===== src/rtl/oct_enc_pkg.sv =====
// oct_enc_pkg: widths, latency and pipeline control type for the octahedral normal encoder
// used by oct_enc_div and octahedral_normal_encoder_core; no dependencies
`default_nettype none

package oct_enc_pkg;

    localparam int CODE_BITS      = 16;
    localparam int COMPONENT_BITS = 16;
    localparam int PACKED_BITS    = 32;

    // |x|+|y|+|z| stays below 2^(COMPONENT_BITS+1)
    localparam int SUM_BITS = COMPONENT_BITS + 1;
    // shifted coordinate c+s and divisor 2s, both within [0, 2s]
    localparam int T_BITS   = SUM_BITS + 1;
    // (c+s)*(2^CODE_BITS-1) + s
    localparam int NUM_BITS = T_BITS + CODE_BITS + 1;

    // input register, abs, sum, numerator, one divider step per code bit, output register
    localparam int LATENCY = CODE_BITS + 5;

    typedef struct packed {
        logic valid;
        logic zero;
    } ctl_t;

endpackage

`default_nettype wire


===== src/rtl/oct_enc_div.sv =====
// oct_enc_div: two-lane pipelined restoring divider, one quotient bit per stage
// shares one divisor between the x and y lanes; depends on oct_enc_pkg
`default_nettype none

module oct_enc_div (
    input  wire logic                             clk,
    input  wire logic                             rst_n,
    input  wire oct_enc_pkg::ctl_t                in_ctl,
    input  wire logic [oct_enc_pkg::NUM_BITS-1:0] num_x,
    input  wire logic [oct_enc_pkg::NUM_BITS-1:0] num_y,
    input  wire logic [oct_enc_pkg::T_BITS-1:0]   den,
    output oct_enc_pkg::ctl_t                     out_ctl,
    output logic [oct_enc_pkg::CODE_BITS-1:0]     quo_x,
    output logic [oct_enc_pkg::CODE_BITS-1:0]     quo_y
);
    import oct_enc_pkg::*;

    localparam int LAST = CODE_BITS - 1;

    ctl_t                 ctl_reg   [CODE_BITS];
    logic [NUM_BITS-1:0]  rem_x_reg [CODE_BITS];
    logic [NUM_BITS-1:0]  rem_y_reg [CODE_BITS];
    logic [CODE_BITS-1:0] quo_x_reg [CODE_BITS];
    logic [CODE_BITS-1:0] quo_y_reg [CODE_BITS];
    logic [T_BITS-1:0]    den_reg   [CODE_BITS];

    for (genvar k = 0; k < CODE_BITS; k++)
    begin : g_step
        localparam int BIT = CODE_BITS - 1 - k;

        ctl_t                 ctl_src;
        logic [NUM_BITS-1:0]  rem_x_src;
        logic [NUM_BITS-1:0]  rem_y_src;
        logic [CODE_BITS-1:0] quo_x_src;
        logic [CODE_BITS-1:0] quo_y_src;
        logic [T_BITS-1:0]    den_src;
        logic [NUM_BITS-1:0]  den_shift;
        logic                 ge_x;
        logic                 ge_y;
        logic [NUM_BITS-1:0]  rem_x_next;
        logic [NUM_BITS-1:0]  rem_y_next;
        logic [CODE_BITS-1:0] quo_x_next;
        logic [CODE_BITS-1:0] quo_y_next;

        if (k == 0)
        begin : g_first
            assign ctl_src   = in_ctl;
            assign rem_x_src = num_x;
            assign rem_y_src = num_y;
            assign quo_x_src = '0;
            assign quo_y_src = '0;
            assign den_src   = den;
        end
        else
        begin : g_next
            assign ctl_src   = ctl_reg[k-1];
            assign rem_x_src = rem_x_reg[k-1];
            assign rem_y_src = rem_y_reg[k-1];
            assign quo_x_src = quo_x_reg[k-1];
            assign quo_y_src = quo_y_reg[k-1];
            assign den_src   = den_reg[k-1];
        end

        assign den_shift = NUM_BITS'(den_src) << BIT;
        assign ge_x      = rem_x_src >= den_shift;
        assign ge_y      = rem_y_src >= den_shift;

        always_comb
        begin
            rem_x_next      = ge_x ? rem_x_src - den_shift : rem_x_src;
            rem_y_next      = ge_y ? rem_y_src - den_shift : rem_y_src;
            quo_x_next      = quo_x_src;
            quo_y_next      = quo_y_src;
            quo_x_next[BIT] = ge_x;
            quo_y_next[BIT] = ge_y;
        end

        always_ff @(posedge clk or negedge rst_n)
        begin
            if (!rst_n)
            begin
                ctl_reg[k] <= '0;
            end
            else
            begin
                ctl_reg[k] <= ctl_src;
            end
        end

        always_ff @(posedge clk)
        begin
            rem_x_reg[k] <= rem_x_next;
            rem_y_reg[k] <= rem_y_next;
            quo_x_reg[k] <= quo_x_next;
            quo_y_reg[k] <= quo_y_next;
            den_reg[k]   <= den_src;
        end
    end

    assign out_ctl = ctl_reg[LAST];
    assign quo_x   = quo_x_reg[LAST];
    assign quo_y   = quo_y_reg[LAST];

    // quotient must fit in the code width
    a_num_fits: assert property (@(posedge clk) disable iff (!rst_n)
        in_ctl.valid && !in_ctl.zero |->
            (num_x < (NUM_BITS'(den) << CODE_BITS)) && (num_y < (NUM_BITS'(den) << CODE_BITS)))
        else $error("numerator too large for code width");

    a_rem_done: assert property (@(posedge clk) disable iff (!rst_n)
        out_ctl.valid && !out_ctl.zero |->
            (rem_x_reg[LAST] < NUM_BITS'(den_reg[LAST]))
            && (rem_y_reg[LAST] < NUM_BITS'(den_reg[LAST])))
        else $error("final remainder not below divisor");

    a_valid_delay: assert property (@(posedge clk) disable iff (!rst_n)
        out_ctl.valid |-> $past(in_ctl.valid, CODE_BITS))
        else $error("divider valid lost or invented");

endmodule

`default_nettype wire


===== src/rtl/octahedral_normal_encoder_core.sv =====
// octahedral_normal_encoder_core: top level of the octahedral normal encoder
// abs/sum/fold/numerator stages feeding oct_enc_div; depends on oct_enc_pkg, oct_enc_div
//
// usage:
//   a transaction is taken at each rising edge with start high and busy low;
//   busy stays low, so one vector may be issued every cycle
//   comp_x, comp_y, comp_z are signed components of any scale
//   each result shows on packed_code / zero_vector for exactly one cycle,
//   marked by done; y code in bits 31..16, x code in bits 15..0
//   a zero vector gives packed_code 0 with zero_vector high
// path from the accepting edge to the result: input register, abs, sum and fold,
//   numerator, 16 divider steps, output register
// throughput: one transaction per cycle; the divider is a 16-stage pipeline,
//   one quotient bit per stage, shared by the x and y lanes
// reset: rst_n clears all pipeline valid bits; transactions in flight are dropped
// the receiver cannot stall, so results leave in issue order with fixed latency
`default_nettype none

module octahedral_normal_encoder_core (
    input  wire logic                                         clk,
    input  wire logic                                         rst_n,
    input  wire logic                                         start,
    output logic                                              busy,
    input  wire logic signed [oct_enc_pkg::COMPONENT_BITS-1:0] comp_x,
    input  wire logic signed [oct_enc_pkg::COMPONENT_BITS-1:0] comp_y,
    input  wire logic signed [oct_enc_pkg::COMPONENT_BITS-1:0] comp_z,
    output logic                                              done,
    output logic [oct_enc_pkg::PACKED_BITS-1:0]               packed_code,
    output logic                                              zero_vector
);
    import oct_enc_pkg::*;

    localparam int MSB = COMPONENT_BITS - 1;

    // input stage
    logic                             in_valid_reg;
    logic signed [COMPONENT_BITS-1:0] x_reg;
    logic signed [COMPONENT_BITS-1:0] y_reg;
    logic signed [COMPONENT_BITS-1:0] z_reg;

    // abs stage
    logic                             abs_valid_reg;
    logic        [COMPONENT_BITS-1:0] ax_reg;
    logic        [COMPONENT_BITS-1:0] ay_reg;
    logic        [COMPONENT_BITS-1:0] az_reg;
    logic signed [COMPONENT_BITS-1:0] xs_reg;
    logic signed [COMPONENT_BITS-1:0] ys_reg;
    logic                             x_pos_reg;
    logic                             x_neg_reg;
    logic                             y_pos_reg;
    logic                             y_neg_reg;
    logic                             z_neg_reg;
    logic        [COMPONENT_BITS-1:0] ax_next;
    logic        [COMPONENT_BITS-1:0] ay_next;
    logic        [COMPONENT_BITS-1:0] az_next;

    // sum and fold stage
    logic                sum_valid_reg;
    logic [SUM_BITS-1:0] s_reg;
    logic [T_BITS-1:0]   tx_reg;
    logic [T_BITS-1:0]   ty_reg;
    logic [SUM_BITS-1:0] s_next;
    logic [T_BITS-1:0]   s_wide;
    logic [T_BITS-1:0]   tx_next;
    logic [T_BITS-1:0]   ty_next;

    // numerator stage
    ctl_t                num_ctl_reg;
    logic [NUM_BITS-1:0] num_x_reg;
    logic [NUM_BITS-1:0] num_y_reg;
    logic [T_BITS-1:0]   den_reg;

    // divider outputs
    ctl_t                 div_ctl;
    logic [CODE_BITS-1:0] div_qx;
    logic [CODE_BITS-1:0] div_qy;
    logic [63:0]          pack_wide;

    // output stage
    logic                   done_reg;
    logic [PACKED_BITS-1:0] packed_code_reg;
    logic                   zero_vector_reg;

    assign busy = 1'b0;

    always_comb
    begin
        ax_next = x_reg[MSB] ? COMPONENT_BITS'(-x_reg) : COMPONENT_BITS'(x_reg);
        ay_next = y_reg[MSB] ? COMPONENT_BITS'(-y_reg) : COMPONENT_BITS'(y_reg);
        az_next = z_reg[MSB] ? COMPONENT_BITS'(-z_reg) : COMPONENT_BITS'(z_reg);
    end

    always_comb
    begin
        s_next = SUM_BITS'(ax_reg) + SUM_BITS'(ay_reg) + SUM_BITS'(az_reg);
        s_wide = T_BITS'(s_next);
        if (z_neg_reg)
        begin
            // fold onto upper hemisphere, using the unfolded magnitudes
            if (x_pos_reg)
                tx_next = (s_wide << 1) - T_BITS'(ay_reg);
            else if (x_neg_reg)
                tx_next = T_BITS'(ay_reg);
            else
                tx_next = s_wide;
            if (y_pos_reg)
                ty_next = (s_wide << 1) - T_BITS'(ax_reg);
            else if (y_neg_reg)
                ty_next = T_BITS'(ax_reg);
            else
                ty_next = s_wide;
        end
        else
        begin
            tx_next = s_wide + {{(T_BITS-COMPONENT_BITS){xs_reg[MSB]}}, xs_reg};
            ty_next = s_wide + {{(T_BITS-COMPONENT_BITS){ys_reg[MSB]}}, ys_reg};
        end
    end

    always_ff @(posedge clk or negedge rst_n)
    begin
        if (!rst_n)
        begin
            in_valid_reg  <= 1'b0;
            abs_valid_reg <= 1'b0;
            sum_valid_reg <= 1'b0;
            num_ctl_reg   <= '0;
            done_reg      <= 1'b0;
        end
        else
        begin
            in_valid_reg      <= start && !busy;
            abs_valid_reg     <= in_valid_reg;
            sum_valid_reg     <= abs_valid_reg;
            num_ctl_reg.valid <= sum_valid_reg;
            num_ctl_reg.zero  <= (s_reg == '0);
            done_reg          <= div_ctl.valid;
        end
    end

    always_ff @(posedge clk)
    begin
        if (start && !busy)
        begin
            x_reg <= comp_x;
            y_reg <= comp_y;
            z_reg <= comp_z;
        end
        ax_reg    <= ax_next;
        ay_reg    <= ay_next;
        az_reg    <= az_next;
        xs_reg    <= x_reg;
        ys_reg    <= y_reg;
        x_pos_reg <= !x_reg[MSB] && (x_reg != '0);
        x_neg_reg <= x_reg[MSB];
        y_pos_reg <= !y_reg[MSB] && (y_reg != '0);
        y_neg_reg <= y_reg[MSB];
        z_neg_reg <= z_reg[MSB];
        s_reg     <= s_next;
        tx_reg    <= tx_next;
        ty_reg    <= ty_next;
        // t*(2^CODE_BITS-1) + s
        num_x_reg <= (NUM_BITS'(tx_reg) << CODE_BITS) - NUM_BITS'(tx_reg) + NUM_BITS'(s_reg);
        num_y_reg <= (NUM_BITS'(ty_reg) << CODE_BITS) - NUM_BITS'(ty_reg) + NUM_BITS'(s_reg);
        den_reg   <= T_BITS'(s_reg) << 1;
    end

    oct_enc_div u_div (
        .clk     (clk),
        .rst_n   (rst_n),
        .in_ctl  (num_ctl_reg),
        .num_x   (num_x_reg),
        .num_y   (num_y_reg),
        .den     (den_reg),
        .out_ctl (div_ctl),
        .quo_x   (div_qx),
        .quo_y   (div_qy)
    );

    assign pack_wide = (64'(div_qy) << CODE_BITS) | 64'(div_qx);

    always_ff @(posedge clk)
    begin
        packed_code_reg <= div_ctl.zero ? '0 : pack_wide[PACKED_BITS-1:0];
        zero_vector_reg <= div_ctl.zero;
    end

    assign done        = done_reg;
    assign packed_code = packed_code_reg;
    assign zero_vector = zero_vector_reg;

    a_done_latency: assert property (@(posedge clk) disable iff (!rst_n)
        done |-> $past(start, LATENCY))
        else $error("result without a matching transaction");

    a_zero_code: assert property (@(posedge clk) disable iff (!rst_n)
        done && zero_vector |-> packed_code == '0)
        else $error("zero vector with nonzero code");

endmodule

`default_nettype wire


===== config.mk =====
export PLATFORM = sky130hd
export DESIGN_NAME = octahedral_normal_encoder_core
export DESIGN_NICKNAME = d
export VERILOG_FILES = /design/src/rtl/oct_enc_pkg.sv /design/src/rtl/oct_enc_div.sv /design/src/rtl/octahedral_normal_encoder_core.sv
export SDC_FILE = /design/constraint.sdc
export NUM_CORES = 2
export LEC_CHECK = 0
export BUFFER_PORTS_ARGS = -buffer_cell sky130_fd_sc_hd__buf_2
export CAP_MARGIN = 40
export CORE_ASPECT_RATIO = 2
export CORE_UTILIZATION = 25
export DETAILED_ROUTE_END_ITERATION = 8
export GPL_ROUTABILITY_DRIVEN = 0
export PLACE_DENSITY = 0.45
export SLEW_MARGIN = 15
export SYNTH_ARGS = -nofsm -noshare
export SYNTH_HDL_FRONTEND = slang
export SYNTH_SLANG_ARGS = --single-unit

===== constraint.sdc =====
create_clock -name clk -period 5.9 [get_ports clk]
set_input_delay 0.59 -clock clk [delete_from_list [all_inputs] [get_ports clk]]
set_output_delay 0.59 -clock clk [all_outputs]
set_load 0.03 [all_outputs]

==> summary.md <==
| Metric | Value |
|---|---|
| Commonest cells in the netlist | 1,831 x dfxtp_1, 728 x ha_1, 634 x nand2_1 |
| Max Slew Vio Count | 0 |
| GRT Total Usage | 0.1702 |
| Die height | 824.8 um |
| Pin count of the biggest net entering global routing | 47 |
| Yosys top cell area share | 0.4332 |
| Syn nets | 9,557 |
| Max Root-Sink Buffers | 4 |
| Synthesis Warnings | 0 |
| Most used cell, CP | buf_4 |
| Antenna violations before repair | 7 |
| DR vias/cell | 4.661 |
| DRT iter0 DRCs | 2,471 |
| Startpoint types | flop |
| Grt ovf | 0 |
| HPWL Detailed | 246,300 um |
| Area grow syn2layout | 15.85% |
| Arr. time, crit path | slightly below 6 ns |
| Hold Path Depth | 1 |
| DR pass1 iterations | 5 |
| Post-CTS sizing | 0 |
| Cells after Synth | 8,723 |
| RSZ-0062 raised after global routing | no |
| Final hold slack | approximately 0.16 ns |
| Worst Hold Launch | start |
| R2R Setup Slk | 0.80 ns |
| R2R depth | 19 |
| Avg Inst Size Synth | 9.700 um^2 |
| Crit path max-delay family | compound AO/OA/AOI/OAI gates |
| Worst slew pin tran | 1.002 ns |
| CP Cell Sequence | fa_1 > ha_1 > inv_1 > fa_1 > nand2b_1 > a21oi_1 > o311ai_0 > buf_4 > a21oi_1 > a211oi_1 > buf_4 > ha_1 > or3_1 > a2111oi_0 > buf_4 > o31a_1 > o21ai_0 > xnor2_1 > a31o_2 |
| Slowest CP cell | fa_1 |
| Starting Density | 0.2516 |
| CTS Buf Count | 196 |
| Clk_skew | 0.1048 ns |
| Post-route antenna net violation count | 0 |
| Die area | 340,900 um^2 |
| Max_slew headroom | 0.3258 |
| # DRC | 0 |
| Maxcap violations | 0 |
| Placement Rows | 301 |
| Root buffer selected by CTS | clkbuf_16 |
| Vias in the first global route | 68,690 |
| Largest area contributor in the netlist | dfxtp_1 |
| CP Class | flop to flop |
| Unique masters post-synth | just over 90 |
| TNS Setup | 0 ns |
| NumNets Final | 9,850 |
| Clk Latency, worst-skew pair | 0.88 ns |
| Synth area leaders | dfxtp_1 43%, ha_1 11%, xnor2_1 4.2% |
| Boundary pin count | 86 |
| Clk pin slew, worst setup/hold paths | 0.06 ns |
| Buffers on Ports | 84 |
| First-pass GRT wire length | around 420,000 um |
| H-Tree Depth | 4 |
| Count leader, synth | dfxtp_1 |
| Clock sinks | ~1,900 |
| Asr flop ratio synth | 0.01982 |
| Period utilization | 0.8650 |
| Final Hold Viols | 0 |
| Status | completed |
| Worst hold-check path type | primary input to flop |
| Buf/Inv on CP | 4 |
| Drt total wl | 294,800 um |
| Hold Path End | x_reg[14] |
| CORE AREA | around 340,000 um^2 |
| Wirelength per Cell | 21.71 um |
| Post-layout min period | 5.103 ns |
| CP endpoint kind | flop |
| Die extent in x | 413.4 um |
| Final setup violation count | 0 |
| R2R Path Start | ax_reg[1] |
| Worst-path fanout max | 7 |
| Predominant post-synthesis flop cell | dfxtp_1 |
| Critical Path RT | around 6.7 ns |
| Fmax | 0.1960 GHz |
| Max incr delay on CP | 0.56 ns |
| CTS tree | built |
| Post-Syn Area | 84,620 um^2 |
| Layout cells sized above 1 | 0.07832 |
| EDFF count, synth | 48 |
| Register area share after synthesis | 0.4615 |
| Via count | 63,310 |
| Filler Cell Count | 35,080 |
| Worst reg2reg endpoint | ty_reg[17] |
| Flops & latches, synth | 1,917 |
## worst reg2reg max path: stages, from the launching register on
cell and delay (ns):
dfxtp_1 0.34, fa_1 0.56, ha_1 0.19, inv_1 0.07
fa_1 0.47, nand2b_1 0.20, a21oi_1 0.24, o311ai_0 0.20
buf_4 0.19, a21oi_1 0.30, a211oi_1 0.09, buf_4 0.19
ha_1 0.25, or3_1 0.39, a2111oi_0 0.45, buf_4 0.23
o31a_1 0.19, o21ai_0 0.11, xnor2_1 0.14, a31o_2 0.24
## placed cells by master (no fill, tap or decap), types with 252 or more instances in the layout
| cell | instances |
|---|---|
| dfxtp_1 | 1830 |
| ha_1 | 728 |
| nand2_1 | 634 |
| inv_1 | 631 |
| o21ai_0 | 553 |
| a21oi_1 | 543 |
| nor2_1 | 523 |
| xnor2_1 | 401 |
| xor2_1 | 349 |
| a21o_1 | 252 |
## timing repair
item	CTS	global route
endpoints found under the setup margin	0	0
setup buffers	0	0
hold endpoints to repair	86	1
hold buffers	49	1
## per-stage QoR
step | setup WS [ns] | instance area, um^2 | util | std cells
floorplan | 1.397 | 84620 | - | 8723
global placement | 0.5519 | 90660 | 0.2696 | 13140
detailed placement | 0.6900 | 90810 | 0.2700 | 13150
CTS | 0.7120 | 97900 | 0.2911 | 13550
global route | 0.3661 | 98030 | 0.2915 | 13580
finish | 0.7967 | 98030 | 0.2915 | 13580
## worst max path at each step
stage / startpoint / end / depth (start not counted)
2_1_floorplan: ax_reg[1] / ty_reg[17] / 19
3_3_place_gp: ax_reg[4] / ty_reg[17] / 20
3_5_place_dp: ay_reg[4] / ty_reg[16] / 19
4_1_cts: ay_reg[4] / ty_reg[16] / 19
5_1_grt: ay_reg[4] / ty_reg[16] / 19
6_report: ax_reg[1] / ty_reg[17] / 19
## final cells by class
| class | instances | area [um^2] | area share |
|---|---|---|---|
| repair buffers | 233 | 1675 | 0.01709 |
| diodes | 21 | 52.55 | 0.0005361 |
| clock inverters | 85 | 1013 | 0.01034 |
| multi-input cells | 6033 | 42770 | 0.4363 |
| well taps | 4393 | 5497 | 0.05607 |
| flip-flops and latches | 1917 | 39050 | 0.3984 |
| inverters | 635 | 2384 | 0.02431 |
| clock buffers | 264 | 5585 | 0.05698 |
## cells by family (layout without fill, tap and decap cells)
kind of cell             after synthesis  count (layout)  share of synthesized area
other                                  1              22                 0.00004432
AND/OR/NAND/NOR                     2344            2344                     0.1377
XOR/XNOR                             750             750                    0.07763
AO/OA/AOI/OAI                       1997            1997                     0.1474
flip-flops                          1917            1917                     0.4615
adder cells (fa/ha/maj)              783             783                     0.1207
multiplexers                         158             158                    0.02052
buffers and inverters                773            1217                    0.03457
## layer usage
| layer | vias to the layer above | global-route usage | routed length [um] |
|---|---|---|---|
| met5 | - | 0 | 16 |
| met4 | 2 | 0.2200 | 45280 |
| met3 | 1017 | 0.02273 | 7878 |
| met2 | 1421 | 0.3543 | 168900 |
| met1 | 29710 | 0.1033 | 72750 |
| li1 | 31160 | - | - |
Power is not shown: default switching activity piles up to over one toggle a cycle in this logic, so the estimate is an artifact.
